File: src/rtl/core/gcm_pkg.sv
`timescale 1ns / 1ps

package gcm_pkg;

  localparam int DATA_W     = 32;
  localparam int PERIOD_W   = 10;
  localparam int WINDOW_LEN = 5;

  localparam logic [PERIOD_W-1:0] PERIOD_RESET = PERIOD_W'(10);

  // Product of a 33-bit heading change and the zero-extended period.
  localparam int PROD_W = DATA_W + 1 + PERIOD_W + 1;

  // The window sum and its magnitude plus the rounding offset.
  localparam int SUM_W = DATA_W + $clog2(WINDOW_LEN);
  localparam int HALF  = WINDOW_LEN / 2;

  // Division by the window length: multiply by a truncated reciprocal, then
  // fix the quotient, which can fall short by a few counts.
  localparam int          RECIP_SHIFT = 32;
  localparam logic [31:0] RECIP       = 32'((64'd1 << RECIP_SHIFT) / WINDOW_LEN);
  localparam int          RPROD_W     = SUM_W + 32;
  localparam int          CORR_STEPS  = WINDOW_LEN / 2 + 1;
  localparam int          REM_W       = $clog2(WINDOW_LEN * (CORR_STEPS + 1));
  localparam int          CNT_W       = $clog2(CORR_STEPS + 1);

  function automatic logic signed [DATA_W-1:0] sat32(input logic signed [63:0] v);
    logic signed [63:0] hi;
    logic signed [63:0] lo;
    hi = 64'sd2147483647;
    lo = -64'sd2147483648;
    if (v > hi) begin
      return DATA_W'(hi);
    end else if (v < lo) begin
      return DATA_W'(lo);
    end
    return DATA_W'(v);
  endfunction

endpackage

File: src/rtl/core/gcm_if.sv
`timescale 1ns / 1ps

interface gcm_sample_if;
  import gcm_pkg::*;
  logic                     valid;
  logic                     ready;
  logic signed [DATA_W-1:0] heading_sample;
  logic signed [DATA_W-1:0] gyro_rate;
  modport source (output valid, heading_sample, gyro_rate, input ready);
  modport sink (input valid, heading_sample, gyro_rate, output ready);
endinterface

interface gcm_result_if;
  import gcm_pkg::*;
  logic                     valid;
  logic                     ready;
  logic signed [DATA_W-1:0] compass_rate;
  logic signed [DATA_W-1:0] mean_mismatch;
  logic signed [DATA_W-1:0] mismatch_slope;
  logic signed [DATA_W-1:0] mismatch_curvature;
  modport source (output valid, compass_rate, mean_mismatch, mismatch_slope,
                  mismatch_curvature, input ready);
  modport sink (input valid, compass_rate, mean_mismatch, mismatch_slope,
                mismatch_curvature, output ready);
endinterface

interface gcm_cfg_if;
  import gcm_pkg::*;
  logic                valid;
  logic                ready;
  logic [PERIOD_W-1:0] inverse_period;
  modport source (output valid, inverse_period, input ready);
  modport sink (input valid, inverse_period, output ready);
endinterface

File: src/rtl/core/gyro_compass_mismatch_monitor_unit.sv
`timescale 1ns / 1ps

// Gyro and compass mismatch monitor.
// The sample channel takes one word per cycle holding a compass heading and a
// gyro rate, both signed Q16.16. The result channel returns one word per
// sample: the compass rate, the mean of the last five mismatches (compass rate
// minus gyro rate), and the first and second differences of that mean.
// The cfg channel writes the inverse sample period; it is always ready and
// should only be written while no samples are in flight.
// While the receiver keeps up, a sample is accepted every cycle; its result
// passes through the nine-register pipeline: input register, period multiply,
// saturation, window sum, reciprocal multiply, remainder, quotient fix-up,
// then the two difference stages.
// When the receiver stalls, the whole pipeline holds and the sample channel
// drops ready until the result word is taken; nothing is lost or repeated.
// Reset clears the pipeline, the previous heading, the window, the previous
// mean and slope, and sets the inverse period to ten.
module gyro_compass_mismatch_monitor_unit (
  input logic          clk,
  input logic          rst,
  gcm_sample_if.sink   sample,
  gcm_cfg_if.sink      cfg,
  gcm_result_if.source result
);
  import gcm_pkg::*;

  logic                     adv;

  logic [PERIOD_W-1:0]      inverse_period;
  logic signed [DATA_W-1:0] last_heading;
  logic signed [DATA_W-1:0] mismatch_window [WINDOW_LEN];
  logic signed [DATA_W-1:0] last_mean;
  logic signed [DATA_W-1:0] last_slope;

  logic                     a_valid, b_valid, c_valid, d_valid, e_valid;
  logic                     f_valid, g_valid, h_valid, o_valid;

  logic signed [DATA_W-1:0] a_heading, a_gyro;
  logic signed [PROD_W-1:0] b_prod;
  logic signed [DATA_W-1:0] b_gyro;
  logic signed [DATA_W-1:0] c_rate, c_mis;
  logic signed [SUM_W-1:0]  d_sum;
  logic signed [DATA_W-1:0] d_rate;
  logic [SUM_W-1:0]         e_x;
  logic [RPROD_W-1:0]       e_prod;
  logic                     e_neg;
  logic signed [DATA_W-1:0] e_rate;
  logic [DATA_W-1:0]        f_q0;
  logic [REM_W-1:0]         f_r;
  logic                     f_neg;
  logic signed [DATA_W-1:0] f_rate;
  logic signed [DATA_W-1:0] g_mean, g_rate;
  logic signed [DATA_W-1:0] h_mean, h_slope, h_rate;
  logic signed [DATA_W-1:0] o_rate, o_mean, o_slope, o_curve;

  logic signed [DATA_W:0]   diff_next;
  logic signed [PROD_W-1:0] prod_next;
  logic signed [DATA_W-1:0] rate_next, mis_next;
  logic signed [SUM_W-1:0]  sum_next;
  logic [SUM_W-1:0]         mag_next, x_next;
  logic [RPROD_W-1:0]       rprod_next;
  logic [DATA_W-1:0]        q0_next;
  logic [SUM_W-1:0]         r_next;
  logic [CNT_W-1:0]         corr_next;
  logic [DATA_W-1:0]        q_next;
  logic signed [DATA_W:0]   smean_next;
  logic signed [DATA_W-1:0] mean_next, slope_next, curve_next;

  assign adv          = !o_valid || result.ready;
  assign sample.ready = adv;
  assign cfg.ready    = 1'b1;

  assign result.valid              = o_valid;
  assign result.compass_rate       = o_rate;
  assign result.mean_mismatch      = o_mean;
  assign result.mismatch_slope     = o_slope;
  assign result.mismatch_curvature = o_curve;

  always_comb begin
    diff_next = {a_heading[DATA_W-1], a_heading} - {last_heading[DATA_W-1], last_heading};
    prod_next = $signed({{(PROD_W-DATA_W-1){diff_next[DATA_W]}}, diff_next})
              * $signed({{(PROD_W-PERIOD_W){1'b0}}, inverse_period});

    rate_next = sat32(64'(b_prod));
    mis_next  = sat32(64'(rate_next) - 64'(b_gyro));

    sum_next = SUM_W'(c_mis);
    for (int k = 1; k < WINDOW_LEN; k++) begin
      sum_next = sum_next + SUM_W'(mismatch_window[k]);
    end

    mag_next   = d_sum[SUM_W-1] ? SUM_W'(-d_sum) : SUM_W'(d_sum);
    x_next     = mag_next + SUM_W'(HALF);
    rprod_next = RPROD_W'(x_next) * RPROD_W'(RECIP);

    q0_next = e_prod[RECIP_SHIFT +: DATA_W];
    r_next  = e_x - SUM_W'(q0_next) * SUM_W'(WINDOW_LEN);

    corr_next = '0;
    for (int k = 1; k <= CORR_STEPS; k++) begin
      if (f_r >= REM_W'(k * WINDOW_LEN)) begin
        corr_next = corr_next + CNT_W'(1);
      end
    end
    q_next     = f_q0 + DATA_W'(corr_next);
    smean_next = f_neg ? -$signed({1'b0, q_next}) : $signed({1'b0, q_next});
    mean_next  = sat32(64'(smean_next));

    slope_next = sat32(64'(g_mean) - 64'(last_mean));
    curve_next = sat32(64'(h_slope) - 64'(last_slope));
  end

  always_ff @(posedge clk) begin
    if (rst) begin
      a_valid        <= 1'b0;
      b_valid        <= 1'b0;
      c_valid        <= 1'b0;
      d_valid        <= 1'b0;
      e_valid        <= 1'b0;
      f_valid        <= 1'b0;
      g_valid        <= 1'b0;
      h_valid        <= 1'b0;
      o_valid        <= 1'b0;
      inverse_period <= PERIOD_RESET;
      last_heading   <= '0;
      last_mean      <= '0;
      last_slope     <= '0;
      for (int k = 0; k < WINDOW_LEN; k++) begin
        mismatch_window[k] <= '0;
      end
    end else begin
      if (cfg.valid) begin
        inverse_period <= cfg.inverse_period;
      end
      if (adv) begin
        a_valid <= sample.valid;
        b_valid <= a_valid;
        c_valid <= b_valid;
        d_valid <= c_valid;
        e_valid <= d_valid;
        f_valid <= e_valid;
        g_valid <= f_valid;
        h_valid <= g_valid;
        o_valid <= h_valid;
        if (a_valid) begin
          last_heading <= a_heading;
        end
        if (c_valid) begin
          for (int k = 1; k < WINDOW_LEN; k++) begin
            mismatch_window[k-1] <= mismatch_window[k];
          end
          mismatch_window[WINDOW_LEN-1] <= c_mis;
        end
        if (g_valid) begin
          last_mean <= g_mean;
        end
        if (h_valid) begin
          last_slope <= h_slope;
        end
      end
    end
  end

  always_ff @(posedge clk) begin
    if (adv) begin
      a_heading <= sample.heading_sample;
      a_gyro    <= sample.gyro_rate;
      b_prod    <= prod_next;
      b_gyro    <= a_gyro;
      c_rate    <= rate_next;
      c_mis     <= mis_next;
      d_sum     <= sum_next;
      d_rate    <= c_rate;
      e_x       <= x_next;
      e_prod    <= rprod_next;
      e_neg     <= d_sum[SUM_W-1];
      e_rate    <= d_rate;
      f_q0      <= q0_next;
      f_r       <= r_next[REM_W-1:0];
      f_neg     <= e_neg;
      f_rate    <= e_rate;
      g_mean    <= mean_next;
      g_rate    <= f_rate;
      h_mean    <= g_mean;
      h_slope   <= slope_next;
      h_rate    <= g_rate;
      o_rate    <= h_rate;
      o_mean    <= h_mean;
      o_slope   <= h_slope;
      o_curve   <= curve_next;
    end
  end

endmodule

File: src/flat_wrapper.sv
// flat-port wrapper written by rule: the top's interface ports become plain ports
module gyro_compass_mismatch_monitor_unit_flat import gcm_pkg::*;
  (clk, rst, sample_valid, sample_heading_sample, sample_gyro_rate, sample_ready, cfg_valid, cfg_inverse_period, cfg_ready, result_valid, result_compass_rate, result_mean_mismatch, result_mismatch_slope, result_mismatch_curvature, result_ready);
  gcm_sample_if sample_i ();
  gcm_cfg_if cfg_i ();
  gcm_result_if result_i ();
  input logic clk;
  input logic rst;
  input wire logic [$bits(sample_i.valid)-1:0] sample_valid;
  input wire logic [$bits(sample_i.heading_sample)-1:0] sample_heading_sample;
  input wire logic [$bits(sample_i.gyro_rate)-1:0] sample_gyro_rate;
  output wire logic [$bits(sample_i.ready)-1:0] sample_ready;
  input wire logic [$bits(cfg_i.valid)-1:0] cfg_valid;
  input wire logic [$bits(cfg_i.inverse_period)-1:0] cfg_inverse_period;
  output wire logic [$bits(cfg_i.ready)-1:0] cfg_ready;
  output wire logic [$bits(result_i.valid)-1:0] result_valid;
  output wire logic [$bits(result_i.compass_rate)-1:0] result_compass_rate;
  output wire logic [$bits(result_i.mean_mismatch)-1:0] result_mean_mismatch;
  output wire logic [$bits(result_i.mismatch_slope)-1:0] result_mismatch_slope;
  output wire logic [$bits(result_i.mismatch_curvature)-1:0] result_mismatch_curvature;
  input wire logic [$bits(result_i.ready)-1:0] result_ready;
  assign sample_i.valid = sample_valid;
  assign sample_i.heading_sample = sample_heading_sample;
  assign sample_i.gyro_rate = sample_gyro_rate;
  assign sample_ready = sample_i.ready;
  assign cfg_i.valid = cfg_valid;
  assign cfg_i.inverse_period = cfg_inverse_period;
  assign cfg_ready = cfg_i.ready;
  assign result_valid = result_i.valid;
  assign result_compass_rate = result_i.compass_rate;
  assign result_mean_mismatch = result_i.mean_mismatch;
  assign result_mismatch_slope = result_i.mismatch_slope;
  assign result_mismatch_curvature = result_i.mismatch_curvature;
  assign result_i.ready = result_ready;
  gyro_compass_mismatch_monitor_unit u_core (.clk(clk), .rst(rst), .sample(sample_i), .cfg(cfg_i), .result(result_i));
endmodule
File: config.mk
export PLATFORM = sky130hd
export DESIGN_NAME = gyro_compass_mismatch_monitor_unit_flat
export DESIGN_NICKNAME = d
export VERILOG_FILES = /design/src/rtl/core/gcm_pkg.sv /design/src/rtl/core/gcm_if.sv /design/src/rtl/core/gyro_compass_mismatch_monitor_unit.sv /design/src/flat_wrapper.sv
export SDC_FILE = /design/constraint.sdc
export NUM_CORES = 2
export LEC_CHECK = 0
export BUFFER_PORTS_ARGS = -buffer_cell sky130_fd_sc_hd__buf_2
export CORE_ASPECT_RATIO = 0.75
export CORE_MARGIN = 3
export CORE_UTILIZATION = 55
export CTS_CLUSTER_DIAMETER = 60
export DETAILED_ROUTE_END_ITERATION = 10
export PLACE_DENSITY = 0.72
export RECOVER_POWER = 50
export SYNTH_ARGS = -nofsm -noshare
export SYNTH_HDL_FRONTEND = slang
export SYNTH_SLANG_ARGS = --single-unit
File: constraint.sdc
create_clock -name clk -period 31 [get_ports clk]
set_clock_uncertainty 0.1 [all_clocks]
set_input_delay 1.55 -clock clk [delete_from_list [all_inputs] [get_ports clk]]
set_output_delay 1.55 -clock clk [all_outputs]
set_load 0.01 [all_outputs]
==> results.json <==
{
  "ff_latch_area_sq_um": 27100,
  "htree_levels": 3,
  "worst_slew_pin_slew_ns": 8.56,
  "cts_root_buffer": "clkbuf_16",
  "yosysTopAreaCell": "edfxtp_1",
  "syn_nets": 8261,
  "start_util_pct": 55.5,
  "finalHoldViolCount": 0,
  "wire_per_inst_um": 21.7,
  "vias": 49783,
  "synth_edf_count": 827,
  "cp-end-kind": "register",
  "multiInputGateArea_sq_um": 42000,
  "dieArea_sq_um": 139000,
  "dr.pass1.iters": 6,
  "finish.utilization_pct": 60.0,
  "grt_pass1_vias": 49249,
  "coreArea_sq_um": 134000,
  "cts_tree": "built",
  "routabilityCongestion": 1.00,
  "drive_gt1_share_pct": 4.62,
  "yosysMostFrequentCell": "inv_1",
  "critical_path_class": "in2reg",
  "slew_headroom_pct": -471,
  "syn-instance-count": 6768,
  "yosysUniqueCellTypes": 94,
  "failed_checks": "capacitance limit, slew limit",
  "syn_area_per_cell_sq_um": 11.0,
  "holdPathEnd": "u_core.g_rate[27]$_DFFE_PN_",
  "top_regs": "u_core.mismatch_window: 128 flops, u_core.b_prod: 44 flops, u_core.d_sum: 35 flops",
  "avgViaCountPerCell": 5.66,
  "synth_flop_cell": "edfxtp_1",
  "cp.required_ns": 31.32,
  "r2r_start": "u_core.result.valid$_SDFFE_PP0N_",
  "cts_buffers": 94,
  "r2r_slack_ns": 17.24,
  "holdCritPathClass": "reg2reg",
  "arrival_ns": 14.57,
  "period_share_pct": 46.0,
  "n_antenna_cell": 0,
  "grt_overflow_total": 0,
  "final.setup.tns_ns": 0,
  "cts_hold_buffers": 0,
  "synth.top_cell.area_share_pct": 33.5,
  "cts_setup_buffers": 0,
  "ff2ff_path_depth": 7,
  "grt_max_degree": 159,
  "synthTopCellsByArea": "edfxtp_1, fa_1, ha_1",
  "synth_common_cells": "inv_1, edfxtp_1, fa_1",
  "ys_warn_count": 0,
  "crit_chain": "buf_2 -> nor2b_2 -> clkbuf_1 -> clkinvlp_2 -> clkbuf_1 -> nand2_1 -> nand2_1 -> a21oi_1",
  "slew_violations": 699,
  "drc_errors": 0,
  "ant_nets": 0,
  "first_iter_violations": 4413,
  "syn-cell-area_sq_um": 74200,
  "setup_viol": 0,
  "synthArstFlopShare_pct": 0,
  "portBuffers": 208,
  "grt_pass1_wl_mm": 294,
  "largest_reg_flops": 128,
  "clkTransAtPathRegs_ns": 0.07,
  "largest-register": "u_core.mismatch_window",
  "crit_path_max_incr_delay_ns": 6.05,
  "crit_path_start_kind": "primary input",
  "grt_use_total_pct": 27.7,
  "worstPathMaxFanout": 158,
  "status": "finished, violations left",
  "routed_wl_mm": 191,
  "synth-seq-cells": 942,
  "clock_sinks": 942,
  "ys_seq_area_share_pct": 36.6,
  "area_delta_synth_final_pct": 8.09,
  "max_freq_mhz": 70.2,
  "period_needed_ns": 14.25,
  "rows": 116,
  "place_hpwl_mm": 154,
  "grt_setup_unrepaired": "false",
  "cts_max_path_buffers": 3,
  "drv_cap": 10,
  "antenna_found_initial": 8,
  "die_h_um": 324,
  "pin_count": 210,
  "hold_depth": 0,
  "dieWidth_um": 430,
  "hp-start": "u_core.f_rate[27]$_DFFE_PN_",
  "nNetsFinal": 8444,
  "fillers": 10966,
  "worstSkewPairLatency_ns": 0.73,
  "cts_resized": 0,
  "timing.rr.end": "u_core.last_mean[31]$_SDFFE_PP0P_",
  "cp_slowest_cell": "clkbuf_1"
}
final cells by class:
class | count | area share [%]
multi-input combinational | 4471 | 52.3
timing repair buffer | 253 | 1.47
clock inverter | 71 | 0.989
inverter | 1189 | 5.57
sequential | 942 | 33.8
tap | 1770 | 2.76
clock buffer | 106 | 3.05
critical path, delay by kind of cell:
kind / cells / cell delay, ns
AO/OA/AOI/OAI: 1 / 0.13
buffers and inverters: 4 / 8.92
AND/OR/NAND/NOR: 3 / 3.79
logic make-up after synthesis:
kind of cell / after synthesis / share of synthesized area, %
compound gates: 1127 / 9.62
xor+xnor: 367 / 4.37
fa+ha+maj: 1437 / 32.1
buf+inv: 1355 / 6.90
flops: 942 / 36.6
mux: 26 / 0.361
other cells: 1 / 0.00505
simple gates: 1513 / 10.1
metal layers:
layer,track usage [%],part of all wire (%),wire length [um]
met1,42.4,47,89800
met2,39.3,41,78600
met3,8.12,10,19400
met4,5.34,1.8,3440
met5,0,0.014,27
worst max-delay path by stage:
| stage | startpoint | to | slack (ns) | depth (start not counted) |
|---|---|---|---|---|
| 6_report | result_ready | u_core.last_mean[31]$_SDFFE_PP0P_ | 16.75 | 8 |
| 5_1_grt | result_ready | u_core.last_mean[3]$_SDFFE_PP0P_ | 15.46 | 8 |
| 4_1_cts | u_core.d_sum[34]$_DFFE_PN_ | u_core.e_prod[57]$_DFFE_PN_ | 18.70 | 33 |
| 3_5_place_dp | u_core.d_sum[34]$_DFFE_PN_ | u_core.e_prod[57]$_DFFE_PN_ | 18.74 | 33 |
| 3_3_place_gp | u_core.d_sum[34]$_DFFE_PN_ | u_core.e_prod[57]$_DFFE_PN_ | 19.03 | 33 |
| 2_1_floorplan | result_ready | u_core.last_heading[22]$_SDFFE_PP0P_ | 6.33 | 8 |
metrics by stage:
stage	area [sq um]	hold slack (ns)	setup slack, ns	instances
final	80200	0.281	16.75	8802
after global routing	80200	0.291	15.46	8802
after CTS	80400	0.278	18.70	8802
after detailed placement	77200	0.305	18.74	8625
after global placement	77200	0.301	19.03	8625
after floorplan	74200	0.300	6.33	6768
cells in the final DEF, fill, tap and decap left out, types with 207 or more instances in the layout:
cell type / n
inv_1: 1187
edfxtp_1: 827
fa_1: 783
ha_1: 631
nand2_1: 544
a21oi_1: 407
and2_1: 236
xnor2_1: 225
nor2_1: 213
o21ai_0: 207
Power is not shown: default switching activity piles up to over one toggle a cycle in this logic, so the estimate is an artifact.
